--- src/hw/rtl/maps_pkg.sv ---
package maps_pkg;

  localparam int unsigned TimeW = 40;
  localparam int unsigned DurW  = 21;

  // operating modes
  localparam logic [1:0] MODE_PROFILE  = 2'd0;
  localparam logic [1:0] MODE_COOLDOWN = 2'd1;
  localparam logic [1:0] MODE_FAULT    = 2'd2;

  // fault causes
  localparam logic [1:0] CAUSE_NONE     = 2'd0;
  localparam logic [1:0] CAUSE_ERROR    = 2'd1;
  localparam logic [1:0] CAUSE_OVERTEMP = 2'd2;
  localparam logic [1:0] CAUSE_TIMEOUT  = 2'd3;

  // input commands
  localparam logic CMD_FEEDBACK = 1'b0;
  localparam logic CMD_CONTROL  = 1'b1;

  // register indexes
  localparam logic [2:0] REG_TEMP_FAULT_LIMIT    = 3'd0;
  localparam logic [2:0] REG_COOLDOWN_ENTER_TEMP = 3'd1;
  localparam logic [2:0] REG_COOLDOWN_EXIT_TEMP  = 3'd2;
  localparam logic [2:0] REG_WARN_TEMP           = 3'd3;
  localparam logic [2:0] REG_FB_GAP_LIMIT        = 3'd4;
  localparam logic [2:0] REG_STARTUP_GRACE_MS    = 3'd5;

  localparam logic [7:0]  TEMP_FAULT_LIMIT_RST    = 8'd90;
  localparam logic [7:0]  COOLDOWN_ENTER_TEMP_RST = 8'd80;
  localparam logic [7:0]  COOLDOWN_EXIT_TEMP_RST  = 8'd65;
  localparam logic [7:0]  WARN_TEMP_RST           = 8'd70;
  localparam logic [15:0] FB_GAP_LIMIT_RST        = 16'd5000;
  localparam logic [15:0] STARTUP_GRACE_MS_RST    = 16'd10000;

  localparam logic [DurW-1:0] DUR_5_MIN  = DurW'(5 * 60 * 1000);
  localparam logic [DurW-1:0] DUR_10_MIN = DurW'(10 * 60 * 1000);
  localparam logic [DurW-1:0] DUR_20_MIN = DurW'(20 * 60 * 1000);

  localparam logic [31:0] SPEED_ZERO  = 32'h0000_0000;  // 0.0f
  localparam logic [31:0] SPEED_THREE = 32'h4040_0000;  // 3.0f
  localparam logic [31:0] SPEED_SIX   = 32'h40C0_0000;  // 6.0f

  localparam int unsigned FrameMinLen = 8;

  typedef struct packed {
    logic [7:0]  temp_fault_limit;
    logic [7:0]  cooldown_enter_temp;
    logic [7:0]  cooldown_exit_temp;
    logic [7:0]  warn_temp;
    logic [15:0] fb_gap_limit;
    logic [15:0] startup_grace_ms;
  } cfg_t;

  typedef struct packed {
    logic             cmd;
    logic [TimeW-1:0] now_ms;
    logic             frame_extended;
    logic [3:0]       frame_length;
    logic [63:0]      frame_data;
  } in_item_t;

  typedef struct packed {
    logic [31:0] speed_bits;
    logic [1:0]  op_mode;
    logic [2:0]  step_number;
    logic        disable_now;
    logic [1:0]  fault_cause;
    logic        temp_warning;
  } out_item_t;

  function automatic logic [31:0] plan_speed(input logic [2:0] idx);
    logic [31:0] spd;
    case (idx)
      3'd1:    spd = SPEED_THREE;
      3'd2:    spd = SPEED_SIX;
      3'd3:    spd = SPEED_THREE;
      default: spd = SPEED_ZERO;
    endcase
    return spd;
  endfunction

  function automatic logic [DurW-1:0] plan_duration(input logic [2:0] idx);
    logic [DurW-1:0] dur;
    case (idx)
      3'd1:    dur = DUR_20_MIN;
      3'd2:    dur = DUR_20_MIN;
      3'd3:    dur = DUR_10_MIN;
      default: dur = DUR_5_MIN;
    endcase
    return dur;
  endfunction

endpackage

--- src/hw/rtl/maps_cfg_regs.sv ---
module maps_cfg_regs
  import maps_pkg::*;
(
  input  logic        clk_i,
  input  logic        rst_ni,
  input  logic        psel,
  input  logic        penable,
  input  logic        pwrite,
  input  logic [4:0]  paddr,
  input  logic [31:0] pwdata,
  output logic [31:0] prdata,
  output logic        pready,
  output cfg_t        cfg_o
);

  cfg_t        cfg_q, cfg_d;
  logic [2:0]  reg_idx;
  logic        wr_en;

  assign pready  = 1'b1;
  assign reg_idx = paddr[4:2];
  assign wr_en   = psel && penable && pwrite;

  always_comb begin
    cfg_d = cfg_q;
    if (wr_en) begin
      case (reg_idx)
        REG_TEMP_FAULT_LIMIT:    cfg_d.temp_fault_limit    = pwdata[7:0];
        REG_COOLDOWN_ENTER_TEMP: cfg_d.cooldown_enter_temp = pwdata[7:0];
        REG_COOLDOWN_EXIT_TEMP:  cfg_d.cooldown_exit_temp  = pwdata[7:0];
        REG_WARN_TEMP:           cfg_d.warn_temp           = pwdata[7:0];
        REG_FB_GAP_LIMIT:        cfg_d.fb_gap_limit        = pwdata[15:0];
        REG_STARTUP_GRACE_MS:    cfg_d.startup_grace_ms    = pwdata[15:0];
        default:                 cfg_d = cfg_q;
      endcase
    end
  end

  always_comb begin
    case (reg_idx)
      REG_TEMP_FAULT_LIMIT:    prdata = {24'd0, cfg_q.temp_fault_limit};
      REG_COOLDOWN_ENTER_TEMP: prdata = {24'd0, cfg_q.cooldown_enter_temp};
      REG_COOLDOWN_EXIT_TEMP:  prdata = {24'd0, cfg_q.cooldown_exit_temp};
      REG_WARN_TEMP:           prdata = {24'd0, cfg_q.warn_temp};
      REG_FB_GAP_LIMIT:        prdata = {16'd0, cfg_q.fb_gap_limit};
      REG_STARTUP_GRACE_MS:    prdata = {16'd0, cfg_q.startup_grace_ms};
      default:                 prdata = 32'd0;
    endcase
  end

  always_ff @(posedge clk_i or negedge rst_ni) begin
    if (!rst_ni) begin
      cfg_q.temp_fault_limit    <= TEMP_FAULT_LIMIT_RST;
      cfg_q.cooldown_enter_temp <= COOLDOWN_ENTER_TEMP_RST;
      cfg_q.cooldown_exit_temp  <= COOLDOWN_EXIT_TEMP_RST;
      cfg_q.warn_temp           <= WARN_TEMP_RST;
      cfg_q.fb_gap_limit        <= FB_GAP_LIMIT_RST;
      cfg_q.startup_grace_ms    <= STARTUP_GRACE_MS_RST;
    end else begin
      cfg_q <= cfg_d;
    end
  end

  assign cfg_o = cfg_q;

endmodule

--- src/hw/rtl/motor_aging_profile_supervisor_unit.sv ---
// path: a control update is registered in the input register and its result in the result
//   register, from which it can transfer out
// throughput: one item per cycle; the single pass from the input register to the
//   result register (40-bit elapsed-time compares) sets the rate, feedback items never stall,
//   a control update waits while an earlier result is held by the receiver
// reset: asynchronous active low; mode, step, feedback record and fault cause clear,
//   configuration registers return to their defaults, no item is held
module motor_aging_profile_supervisor_unit
  import maps_pkg::*;
#(
  parameter int unsigned NUM_STEPS = 5
) (
  input  logic        clk_i,
  input  logic        rst_ni,
  // item input
  input  logic        in_valid_i,
  output logic        in_ready_o,
  input  in_item_t    in_data_i,
  // result output
  output logic        out_valid_o,
  input  logic        out_ready_i,
  output out_item_t   out_data_o,
  // configuration port
  input  logic        psel,
  input  logic        penable,
  input  logic        pwrite,
  input  logic [4:0]  paddr,
  input  logic [31:0] pwdata,
  output logic [31:0] prdata,
  output logic        pready
);

  // last step before the profile wraps to step zero
  localparam logic [2:0] LastStep = 3'(NUM_STEPS - 1);

  cfg_t cfg;

  maps_cfg_regs u_cfg_regs (
    .clk_i   (clk_i),
    .rst_ni  (rst_ni),
    .psel    (psel),
    .penable (penable),
    .pwrite  (pwrite),
    .paddr   (paddr),
    .pwdata  (pwdata),
    .prdata  (prdata),
    .pready  (pready),
    .cfg_o   (cfg)
  );

  // input register stage
  logic      in_vld_q;
  in_item_t  in_q;
  // result register stage
  logic      out_vld_q, out_vld_d;
  out_item_t out_q, out_d;
  // supervisor state
  logic [1:0]       run_mode_q, run_mode_d;
  logic [2:0]       step_idx_q, step_idx_d;
  logic [TimeW-1:0] step_start_q, step_start_d;
  logic             fb_valid_q, fb_valid_d;
  logic [3:0]       fb_error_q, fb_error_d;
  logic [7:0]       fb_mos_temp_q, fb_mos_temp_d;
  logic [7:0]       fb_rotor_temp_q, fb_rotor_temp_d;
  logic [TimeW-1:0] fb_time_q, fb_time_d;
  logic [1:0]       cause_q, cause_d;

  logic             advance;
  logic [TimeW-1:0] now;
  logic [7:0]       max_temp;
  logic             frame_ok;
  logic             resumed;
  logic             disable_now;
  logic             timed_out;
  logic [TimeW-1:0] step_elapsed;
  logic [TimeW-1:0] fb_elapsed;
  logic             step_done;

  // the held item moves on when it makes no result or the result slot frees up
  assign advance    = in_vld_q && (in_q.cmd == CMD_FEEDBACK || !out_vld_q || out_ready_i);
  assign in_ready_o = !in_vld_q || advance;

  assign now      = in_q.now_ms;
  assign max_temp = (fb_mos_temp_q > fb_rotor_temp_q) ? fb_mos_temp_q : fb_rotor_temp_q;
  // standard frames with a full eight data bytes only
  assign frame_ok = !in_q.frame_extended && (in_q.frame_length >= 4'(FrameMinLen));

  // elapsed times clamp at zero when time runs backwards
  assign fb_elapsed   = (now >= fb_time_q) ? (now - fb_time_q) : '0;
  assign step_elapsed = (now >= step_start_q) ? (now - step_start_q) : '0;
  assign step_done    = step_elapsed >= TimeW'(plan_duration(step_idx_q));

  assign timed_out = fb_valid_q ? (fb_elapsed > TimeW'(cfg.fb_gap_limit))
                                : (now > TimeW'(cfg.startup_grace_ms));

  always_comb begin
    run_mode_d      = run_mode_q;
    step_idx_d      = step_idx_q;
    step_start_d    = step_start_q;
    fb_valid_d      = fb_valid_q;
    fb_error_d      = fb_error_q;
    fb_mos_temp_d   = fb_mos_temp_q;
    fb_rotor_temp_d = fb_rotor_temp_q;
    fb_time_d       = fb_time_q;
    cause_d         = cause_q;
    resumed         = 1'b0;
    disable_now     = 1'b0;
    out_d           = out_q;

    if (in_q.cmd == CMD_FEEDBACK) begin
      // record the frame: error nibble from byte 0, temperatures from bytes 6 and 7
      if (frame_ok) begin
        fb_error_d      = in_q.frame_data[63:60];
        fb_mos_temp_d   = in_q.frame_data[15:8];
        fb_rotor_temp_d = in_q.frame_data[7:0];
        fb_time_d       = now;
        fb_valid_d      = 1'b1;
      end
    end else begin
      if (run_mode_q != MODE_FAULT) begin
        // feedback checks in order of precedence
        if (fb_valid_q) begin
          if (fb_error_q != 4'd0) begin
            run_mode_d  = MODE_FAULT;
            cause_d     = CAUSE_ERROR;
            disable_now = 1'b1;
          end else if (max_temp >= cfg.temp_fault_limit) begin
            run_mode_d  = MODE_FAULT;
            cause_d     = CAUSE_OVERTEMP;
            disable_now = 1'b1;
          end else if (run_mode_q == MODE_PROFILE && max_temp >= cfg.cooldown_enter_temp) begin
            run_mode_d = MODE_COOLDOWN;
          end else if (run_mode_q == MODE_COOLDOWN && max_temp <= cfg.cooldown_exit_temp) begin
            // resuming restarts the current step
            run_mode_d   = MODE_PROFILE;
            step_start_d = now;
            resumed      = 1'b1;
          end
        end
        if (!disable_now && timed_out) begin
          run_mode_d  = MODE_FAULT;
          cause_d     = CAUSE_TIMEOUT;
          disable_now = 1'b1;
        end
        // a freshly restarted step has nothing elapsed yet
        if (!disable_now && !resumed && run_mode_d == MODE_PROFILE && step_done) begin
          step_idx_d   = (step_idx_q == LastStep) ? 3'd0 : step_idx_q + 3'd1;
          step_start_d = now;
        end
      end

      out_d.speed_bits   = (!disable_now && run_mode_d == MODE_PROFILE)
                           ? plan_speed(step_idx_d) : SPEED_ZERO;
      out_d.op_mode      = run_mode_d;
      out_d.step_number  = step_idx_d;
      out_d.disable_now  = disable_now;
      out_d.fault_cause  = (run_mode_d == MODE_FAULT) ? cause_d : CAUSE_NONE;
      out_d.temp_warning = fb_valid_q && (max_temp >= cfg.warn_temp);
    end
  end

  // result slot fills on a control update and drains on a transfer out
  always_comb begin
    if (advance && in_q.cmd == CMD_CONTROL) begin
      out_vld_d = 1'b1;
    end else if (out_ready_i) begin
      out_vld_d = 1'b0;
    end else begin
      out_vld_d = out_vld_q;
    end
  end

  always_ff @(posedge clk_i or negedge rst_ni) begin
    if (!rst_ni) begin
      in_vld_q        <= 1'b0;
      out_vld_q       <= 1'b0;
      run_mode_q      <= MODE_PROFILE;
      step_idx_q      <= 3'd0;
      step_start_q    <= '0;
      fb_valid_q      <= 1'b0;
      fb_error_q      <= 4'd0;
      fb_mos_temp_q   <= 8'd0;
      fb_rotor_temp_q <= 8'd0;
      fb_time_q       <= '0;
      cause_q         <= CAUSE_NONE;
    end else begin
      if (in_ready_o) begin
        in_vld_q <= in_valid_i;
      end
      out_vld_q <= out_vld_d;
      if (advance) begin
        run_mode_q      <= run_mode_d;
        step_idx_q      <= step_idx_d;
        step_start_q    <= step_start_d;
        fb_valid_q      <= fb_valid_d;
        fb_error_q      <= fb_error_d;
        fb_mos_temp_q   <= fb_mos_temp_d;
        fb_rotor_temp_q <= fb_rotor_temp_d;
        fb_time_q       <= fb_time_d;
        cause_q         <= cause_d;
      end
    end
  end

  // payload registers
  always_ff @(posedge clk_i) begin
    if (in_ready_o && in_valid_i) begin
      in_q <= in_data_i;
    end
    if (advance && in_q.cmd == CMD_CONTROL) begin
      out_q <= out_d;
    end
  end

  assign out_valid_o = out_vld_q;
  assign out_data_o  = out_q;

endmodule

--- config.mk ---
export PLATFORM = sky130hd
export DESIGN_NAME = motor_aging_profile_supervisor_unit
export DESIGN_NICKNAME = d
export VERILOG_FILES = /design/src/hw/rtl/maps_pkg.sv /design/src/hw/rtl/maps_cfg_regs.sv /design/src/hw/rtl/motor_aging_profile_supervisor_unit.sv
export SDC_FILE = /design/constraint.sdc
export NUM_CORES = 1
export LEC_CHECK = 0
export BUFFER_PORTS_ARGS = -buffer_cell sky130_fd_sc_hd__clkbuf_2
export CAP_MARGIN = 20
export CORE_MARGIN = 5
export CORE_UTILIZATION = 45
export CTS_BUF_LIST = sky130_fd_sc_hd__clkbuf_16
export CTS_CLUSTER_SIZE = 10
export DETAILED_ROUTE_END_ITERATION = 6
export PLACE_DENSITY = 0.73
export SLEW_MARGIN = 10
export SYNTH_ARGS = -nofsm -noshare
export SYNTH_HDL_FRONTEND = slang
export SYNTH_SLANG_ARGS = --single-unit
--- constraint.sdc ---
create_clock -name clk_i -period 14.9 [get_ports clk_i]
set_input_delay 1.49 -clock clk_i [delete_from_list [all_inputs] [get_ports clk_i]]
set_output_delay 1.49 -clock clk_i [all_outputs]
set_load 0.02 [all_outputs]
==> results of run 1 <==
power by group through the flow:
stage	Combinational, W	Sequential (W)	Clock [W]
2_1_floorplan	0.000686	0.000857	0
3_3_place_gp	0.000888	0.000874	0
3_5_place_dp	0.000912	0.000878	0
4_1_cts	0.000921	0.000867	0.000684
5_1_grt	0.00104	0.000876	0.000712
6_report	0.000930	0.000866	0.000665
logic make-up (layout without fill, tap and decap cells):
group           after synthesis  after routing  share of synthesized area (%)
compound gates              532            532                          18.80
other cells                   2             47                        0.04247
flops                       248            248                          37.34
simple gates                541            541                          14.45
buf+inv                     301            359                          7.592
xor+xnor                     48             48                          2.377
mux                         116            116                          7.146
fa+ha+maj                   172            172                          12.26
flip-flops by register name, summed over array words and instances (netlist names):
register          cells
fb_error_q            4
fb_mos_temp_q         8
run_mode_q            2
out_data_o           11
fb_time_q            40
cause_q               2
step_idx_q            3
step_start_q         40
fb_valid_q            1
now                  40
out_valid_o           1
in_q                 23
u_cfg_regs.cfg_o     64
in_vld_q              1
fb_rotor_temp_q       8
area by class of cell:
cell class	count	area [um2]
Fill cell	3656	19310
Multi-Input combinational cell	1455	9932
Sequential cell	248	6603
Clock buffer	31	775.7
Timing Repair Buffer	129	679.4
Inverter	175	656.9
Tap cell	518	648.1
Clock inverter	24	125.1
Antenna cell	1	2.502
critical path, delay by kind of cell (launching register included):
kind	cells	cell delay, ns
simple gates	8	1.42
buf+inv	4	1.00
flops	1	0.46
fa+ha+maj	3	0.92
compound gates	12	3.82
mux	1	0.38
stage by stage:
stage,power (W),util [%],cells
3_3_place_gp,0.001761,47.81,2525
4_1_cts,0.002472,50.13,2580
5_1_grt,0.002632,50.14,2581
2_1_floorplan,0.001543,-,2004
3_5_place_dp,0.001790,47.81,2525
6_report,0.002461,50.14,2581
Yosys cell counts, types with 4 or more instances:
master     number
nor3_1         24
a221oi_1        6
a211oi_1       20
inv_1         175
buf_6           4
buf_4          47
dfstp_2        21
buf_2           5
o31ai_1         6
o21bai_1       13
or3_1          11
a21o_1         44
and3_1         10
o21ai_1        11
nand2_1       215
dfrtp_1       153
clkbuf_1       67
o41ai_1         5
a2111oi_0       4
a31oi_1        22
o31a_1          4
nor2b_1        21
nor4_1         14
mux2i_1        34
xnor2_1        17
nand2b_1       18
o2111a_1        5
and4_1          5
edfxtp_1       74
or4_1           5
a21oi_1       136
and2_1         17
a211o_1         5
a22oi_1         4
nand4_1        47
mux2_1         44
o211ai_1       14
ha_1          170
nor2_1        116
o221ai_1        6
nand3_1        21
o21ai_0       169
o21a_1         22
xor2_1         31
mux2_2         38
final timing paths:
kind | to | from
worst max register to register | step_start_q[24]$_DFFE_PN0P_ | now[0]$_DFFE_PP_
worst max-delay path | step_start_q[24]$_DFFE_PN0P_ | now[0]$_DFFE_PP_
min in group asynchronous | fb_error_q[0]$_DFFE_PN0P_ | rst_ni
max in group asynchronous | step_start_q[10]$_DFFE_PN0P_ | rst_ni
worst min register to register | fb_rotor_temp_q[7]$_DFFE_PN0P_ | in_q[7]$_DFFE_PP_
worst min-delay path | fb_rotor_temp_q[7]$_DFFE_PN0P_ | in_q[7]$_DFFE_PP_
cells in the final DEF, fill, tap and decap left out, types with 21 or more instances in the layout:
cell	count
xor2_1	31
clkbuf_16	31
o21a_1	22
a21oi_1	136
nand3_1	21
ha_1	170
a31oi_1	22
mux2_2	38
mux2_1	44
nor2b_1	21
mux2i_1	34
inv_1	195
nor3_1	22
o21ai_0	169
a21o_1	44
nor2_1	115
dfstp_2	21
nand4_1	47
conb_1	46
nand2_1	215
edfxtp_1	74
clkbuf_2	117
dfrtp_1	153
layer usage:
layer  part of all wire (%)  track usage [%]  routed length, um  up-vias
li1                       -                -                  -     7104
met1                     45            28.41              21140     6960
met2                     46            33.90              21190      427
met3                    6.3            3.314               2934       78
met4                    2.8            6.229               1285        0
met5                      0                0                  0        -
==> out/metrics.cfg, run 1 <==
[run_status]
status = completed

[power_and_ir_drop]
seqPwrFrac_pct = 35.2
powerDensity_nw_per_um2 = 126.7
ir_drop_v = 0.00007815
combPwrFrac_pct = 37.8
swShare_pct = 36.87
p_leak_nw = 8.714
clock_power_share_pct = 27.0
p_int_w = 0.001554
switching_power_w = 0.0009075

[final_layout]
final_nets = 2365
syn_to_final_growth_pct = 9.835
drive_gt1_share_pct = 11.64
final_area_um2 = 19420

[timing]
hold_viol = 0
rsz0062_at_grt = false
holdWs_ns = 0.4540
worst_pin_slew_ns = 1.110
fin_crit_sh_pct = 55.17
max_freq_mhz = 121.7
relSlewSlack_pct = 26.01
finalSetupViolations = 0
finClkSkew_ns = 0.01540
drv_slew = 0
finalCriticalPeriod_ns = 8.220
finalSetupTns_ns = 0
fin_ws_ns = 6.680

[floorplanning]
io_pins = 230
dieArea_um2 = 43360
start_util_pct = 45.65
row_count = 72
coreArea_um2 = 38740
dieWidth_um = 208.2
die_h_um = 208.2

[setup_path]
r2r_slack_ns = 6.68
critPathRequiredTime_ns = 15.33
path_max_fanout = 40
critPathCaptureType = flop
slowest_stage = a211oi_1
arrival_ns = 8.65
cp_slowest_stage_delay_ns = 0.67
crit_type = reg -> reg
worstSetupStartpointType = flop
reg2reg_depth = 28

[global_routing]
grt_pass1_vias = 14340
grt.overflow.total = 0
track_usage_pct = 20.69
grt_max_degree = 109
grt_pass1_wl_um = 74660
grt_antenna_before_repair = 1

[synthesis]
yosys.area.top_type = dfrtp_1
synth-seq-cells = 248
ys_seq_area_share_pct = 37.34
ys_async_sr_fraction_pct = 70.16
avgSynthCellArea_um2 = 9.022
synth_top_area_share_pct = 21.65
synth_cells = 1960
synth_edf_count = 74
ys_top_cells_by_area = dfrtp_1 (22%), edfxtp_1 (13%), ha_1 (12%), o21ai_0 (4.8%), nand2_1 (4.6%)
syn_area_um2 = 17680
ys_warn_count = 0
yosysUniqueCellTypes = 79
synth-main-ff-cell = dfrtp_1

[clock_tree]
cts_tree = built
postCtsSetupBuffers = 0
cts_hold_buf = 0
clkLatencyLatePin_ns = 0.56
clockRootBuffer = clkbuf_16
htree_levels = 1
cts_resized = 0
clk_pin_slew_ns = 0.06
tritoncts.num_buffers = 30
cts.path.max_buffers = 3
clock_sinks = 248

[detailed_routing]
drt_iter0_drc = 1082
vias = 14570
first_pass_iters = 5
drc_errors = 0
wl_per_cell_um = 18.04
wirelength_um = 46550
routed_via_density = 5.645
drtAntennaViolNets = 0

[placement]
dpl_cell_area_um2 = 18520
io_buffers = 118
place_hpwl_um = 35670
place_ws_ns = 6.783
gp_congestion = 0.9478

[flow_run]
drv_cap = 0

[worst_hold_path]
hold_path.class = reg -> reg
worstHoldPathCells = 2

Note: power is estimated with default switching activity, not from simulation.
==> run 2: changes to the inputs <==
- PLACE_DENSITY: 0.73 -> 0.75
- clock period: 14.9 -> 6.8 ns (I/O delays scaled with it)
==> out/metrics.cfg, run 2 (synthesized netlist as in run 1, its figures left out) <==
[floorplanning]
coreArea_um2 = 38740
row_count = 72
dieWidth_um = 208.2
io_pins = 230
die_h_um = 208.2
start_util_pct = 45.65
dieArea_um2 = 43360

[placement]
dpl_cell_area_um2 = 19080
place_hpwl_um = 37690
gp_congestion = 0.9745
io_buffers = 118

[clock_tree]
cts_hold_buf = 0
tritoncts.num_buffers = 30
clk_pin_slew_ns = 0.06
clockRootBuffer = clkbuf_16
clkLatencyLatePin_ns = 0.58
htree_levels = 1
cts.path.max_buffers = 3
cts_tree = built
clock_sinks = 248

[timing]
finClkSkew_ns = 0.01816
relSlewSlack_pct = 30.02
finalSetupTns_ns = 0
finalCriticalPeriod_ns = 6.420
hold_viol = 0
fin_crit_sh_pct = 94.41
max_freq_mhz = 155.8
worst_pin_slew_ns = 1.040
drv_slew = 0
finalSetupViolations = 0
rsz0062_at_grt = false
holdWs_ns = 0.1709

[final_layout]
final_cell_mix = nand2_1 (215), inv_1 (191), ha_1 (170)
final_area_um2 = 20030
final_nets = 2440
syn_to_final_growth_pct = 13.25
largest_register_ffs = 64
drive_gt1_share_pct = 14.97
diodes = 0
mostFrequentLayoutCell = nand2_1

[global_routing]
grt_antenna_before_repair = 0
track_usage_pct = 21.85
grt_max_degree = 109
grt_pass1_wl_um = 78490
grt_pass1_vias = 14850
grt.overflow.total = 0

[setup_path]
crit_type = reg -> reg
arrival_ns = 6.86
path_max_fanout = 16
cp_slowest_stage_delay_ns = 0.38
r2r_start = now[0]$_DFFE_PP_
worstSetupStartpoint = now[0]$_DFFE_PP_
critPathCaptureType = flop
critPathRequiredTime_ns = 7.24
slowest_stage = edfxtp_1
worstSetupStartpointType = flop

[power_and_ir_drop]
power_w = 0.005514
seqPwrFrac_pct = 34.1
switching_power_w = 0.002059
p_int_w = 0.003456
p_leak_nw = 9.074
ir_drop_v = 0.0002098
powerDensity_nw_per_um2 = 275.3
combPwrFrac_pct = 39.8
clock_power_share_pct = 26.1
swShare_pct = 37.33

[worst_hold_path]
hold_path.class = in -> async

[detailed_routing]
drt_iter0_drc = 1260
drc_errors = 0
first_pass_iters = 6
wirelength_um = 48950
vias = 14990
drtAntennaViolNets = 0
routed_via_density = 5.644
wl_per_cell_um = 18.44

[run_status]
status = completed

[flow_run]
drv_cap = 0

## run 2: per-layer routing
layer  vias up  global-route usage [%]  wire, um
li1       7231                       -         -
met1      7165                   30.19     21810
met2       510                   36.07     22770
met3        79                   3.600      3259
met4         0                   5.436      1108
met5         -                       0         0
## run 2: power by group through the flow
| stage | Sequential [W] | Combinational (W) | Clock (W) |
|---|---|---|---|
| after floorplan | 0.00188 | 0.00150 | 0 |
| after CTS | 0.00188 | 0.00216 | 0.00148 |
| final | 0.00188 | 0.00219 | 0.00144 |
| after detailed placement | 0.00191 | 0.00213 | 0 |
| after global placement | 0.00190 | 0.00207 | 0 |
| after global routing | 0.00191 | 0.00245 | 0.00154 |
## run 2: worst paths after layout
kind	cells past startpoint	slack [ns]	end
min reg2reg	2	0.44	fb_mos_temp_q[0]$_DFFE_PN0P_
max in group asynchronous	2	5.40	step_start_q[26]$_DFFE_PN0P_
min in group clk_i	1	0.28	now[5]$_DFFE_PP_
min	1	0.17	fb_rotor_temp_q[2]$_DFFE_PN0P_
max	32	0.38	step_start_q[37]$_DFFE_PN0P_
max reg2reg	32	0.38	step_start_q[37]$_DFFE_PN0P_
## run 2: final cells by class
| cell class | count | area, um2 |
|---|---|---|
| multi-input combinational | 1455 | 9965 |
| clock buffer | 31 | 775.7 |
| clock inverter | 24 | 93.84 |
| tap | 518 | 648.1 |
| timing repair buffer | 204 | 1285 |
| fill | 3624 | 18710 |
| sequential | 248 | 6603 |
| inverter | 175 | 656.9 |
## run 2: stage by stage
| step | std cells | setup WS (ns) | utilization [%] |
|---|---|---|---|
| detailed placement | 2598 | -0.04141 | 49.24 |
| global route | 2655 | 0.004774 | 51.70 |
| finish | 2655 | 0.3802 | 51.70 |
| floorplan | 2004 | 0.7324 | - |
| global placement | 2598 | 0.1927 | 49.24 |
| CTS | 2653 | 0.02657 | 51.49 |
## run 2: repair_timing
action,in CTS,in global routing
gates cloned,0,1
buffers inserted,0,1
setup endpoints to repair,42,56
gates resized for setup,1,8
pin swaps,0,1
## run 2: worst max-delay path: cells and delay by family, from the launching register on
kind	cells	cell delay, ns
DFF	1	0.38
muxes	1	0.35
and+or+nand+nor	10	1.70
adders and majority gates	3	0.86
buffers and inverters	8	1.13
AOI/OAI and AO/OA	10	1.83
==> run 3: changes to the inputs <==
--- a/config.mk
+++ b/config.mk
@@ -6,5 +6,4 @@
 export NUM_CORES = 1
 export LEC_CHECK = 0
-export BUFFER_PORTS_ARGS = -buffer_cell sky130_fd_sc_hd__clkbuf_2
 export CAP_MARGIN = 20
 export CORE_MARGIN = 5
@@ -13,5 +12,6 @@
 export CTS_CLUSTER_SIZE = 10
 export DETAILED_ROUTE_END_ITERATION = 6
-export PLACE_DENSITY = 0.75
+export DONT_BUFFER_PORTS = 1
+export PLACE_DENSITY = 0.7
 export SLEW_MARGIN = 10
 export SYNTH_ARGS = -nofsm -noshare
==> constraint.sdc (replaced) <==
create_clock -name clk_i -period 6.8 [get_ports clk_i]
set_input_delay 0.68 -clock clk_i [delete_from_list [all_inputs] [get_ports clk_i]]
set_output_delay 0.68 -clock clk_i [all_outputs]
set_load 0.005 [all_outputs]
==> out/metrics.cfg, run 3 (synthesized netlist as in run 1, its figures left out) <==
[detailed_routing]
dr_wl_met3_um = 2705
wirelength_um = 47780
routed_via_density = 5.713
drtAntennaViolNets = 0
drc_errors = 0
wl_met2_um = 21540
wl_per_cell_um = 18.92
first_pass_iters = 7
wl_met1_um = 22020
highest_layer = met4
drt_iter0_drc = 1098
vias = 14430

[final_layout]
final_nets = 2309
drive_gt1_share_pct = 9.616
multi_input_area_um2 = 9977
largest_register_ffs = 64
fin_cells = 2525
mostFrequentLayoutCell = nand2_1
diodes = 0
n_fill_cell = 3646
syn_to_final_growth_pct = 9.991
final_cell_mix = nand2_1 (215), inv_1 (192), ha_1 (170)
seqCellArea_um2 = 6603

[setup_path]
cp_slowest_stage_delay_ns = 0.43
critPathRequiredTime_ns = 7.23
worstSetupStartpointType = flop
slowest_stage = fa_1
crit_type = reg -> reg
arrival_ns = 6.89
path_max_fanout = 21
critPathCaptureType = flop

[flow_run]
drv_cap = 0

[global_routing]
grt_max_degree = 175
grt_pass1_wl_um = 75940
grt_pass1_vias = 13870
grt.overflow.total = 0
track_usage_pct = 21.22
grt_antenna_before_repair = 0

[placement]
gp_congestion = 0.9271
place_ws_ns = 0.04003
place_inst = 2464
place_hpwl_um = 36840
io_buffers = 0

[timing]
fin_ws_ns = 0.3463
drv_slew = 0
finClkSkew_ns = 0.01664
holdWs_ns = 0.03432
finalSetupTns_ns = 0
max_freq_mhz = 155.0
relSlewSlack_pct = 28.39
hold_viol = 0
finalSetupViolations = 0
finalCriticalPeriod_ns = 6.454
worst_pin_slew_ns = 1.074
fin_crit_sh_pct = 94.91

[floorplanning]
die_h_um = 208.2
dieWidth_um = 208.2
coreArea_um2 = 38740
io_pins = 230
start_util_pct = 45.65
row_count = 72
dieArea_um2 = 43360

[worst_hold_path]
hold_path.class = in -> async

[clock_tree]
tritoncts.num_buffers = 31
clockRootBuffer = clkbuf_16
clock_sinks = 248
clkLatencyLatePin_ns = 0.57
cts.path.max_buffers = 3
htree_levels = 1
clk_pin_slew_ns = 0.05
cts_tree = built

[power_and_ir_drop]
power_w = 0.005508
ir_drop_v = 0.0002364
p_leak_nw = 8.574
powerDensity_nw_per_um2 = 283.2

[run_status]
status = completed

## run 3: changes by cell type in the layout (fill, tap and decap cells not counted), sizes merged
cell    delta
clkbuf   -118
bufinv     +3
inv        +1
clkinv     -2
buf       -14
## run 3: worst max-delay path, delay by kind of cell, from the launching register on
| family | cells | cell delay, ns |
|---|---|---|
| XOR/XNOR | 1 | 0.09 |
| multiplexers | 1 | 0.32 |
| flip-flops | 1 | 0.39 |
| adder cells (fa/ha/maj) | 3 | 0.92 |
| AND/OR/NAND/NOR | 9 | 1.70 |
| buffers and inverters | 6 | 0.87 |
| AO/OA/AOI/OAI | 10 | 2.00 |
## run 3: repair_timing
item                                    CTS  global route
gates resized for setup                   1            12
hold buffers                              1             0
endpoints found under the setup margin   38            52
endpoints found under the hold margin   174             0
pin swaps                                 0             4
buffers inserted                          0             2
## run 3: worst paths after layout
kind	slack, ns	from	cells past startpoint	to
worst max-delay path	0.35	now[0]$_DFFE_PP_	30	step_start_q[24]$_DFFE_PN0P_
worst min-delay path	0.03	rst_ni	1	fb_error_q[2]$_DFFE_PN0P_
worst max register to register	0.35	now[0]$_DFFE_PP_	30	step_start_q[24]$_DFFE_PN0P_
worst min register to register	0.46	in_q[7]$_DFFE_PP_	2	fb_rotor_temp_q[7]$_DFFE_PN0P_
max in group asynchronous	5.84	rst_ni	1	fb_time_q[38]$_DFFE_PN0P_
min in group clk_i	0.20	in_data_i[81]	0	now[12]$_DFFE_PP_
## run 3: cell type report
type | instances | area share [%]
clock buffers | 31 | 3.988
clock inverters | 26 | 0.9263
inverters | 175 | 3.377
multi-input cells | 1455 | 51.30
flip-flops and latches | 248 | 33.95
well taps | 518 | 3.332
repair buffers | 72 | 3.133
## run 3: per-stage QoR
| step | instance area (um2) | util, % |
|---|---|---|
| global route | 19450 | 50.21 |
| CTS | 19360 | 49.98 |
| global placement | 18380 | 47.44 |
| floorplan | 17850 | - |
| finish | 19450 | 50.21 |
| detailed placement | 18380 | 47.44 |
## run 3: power by group
group | internal [W] | switching (W) | leakage, nW
registers | 0.00177 | 0.000124 | 2.86
clock network | 0.000926 | 0.000613 | 0.531
logic | 0.000842 | 0.00123 | 5.18
## run 3: layer usage
layer / vias to the layer above / global-route usage [%]
met4: 0 / 6.161
met5: - / 0
li1: 6972 / -
met3: 88 / 3.299
met2: 430 / 33.33
met1: 6935 / 30.51
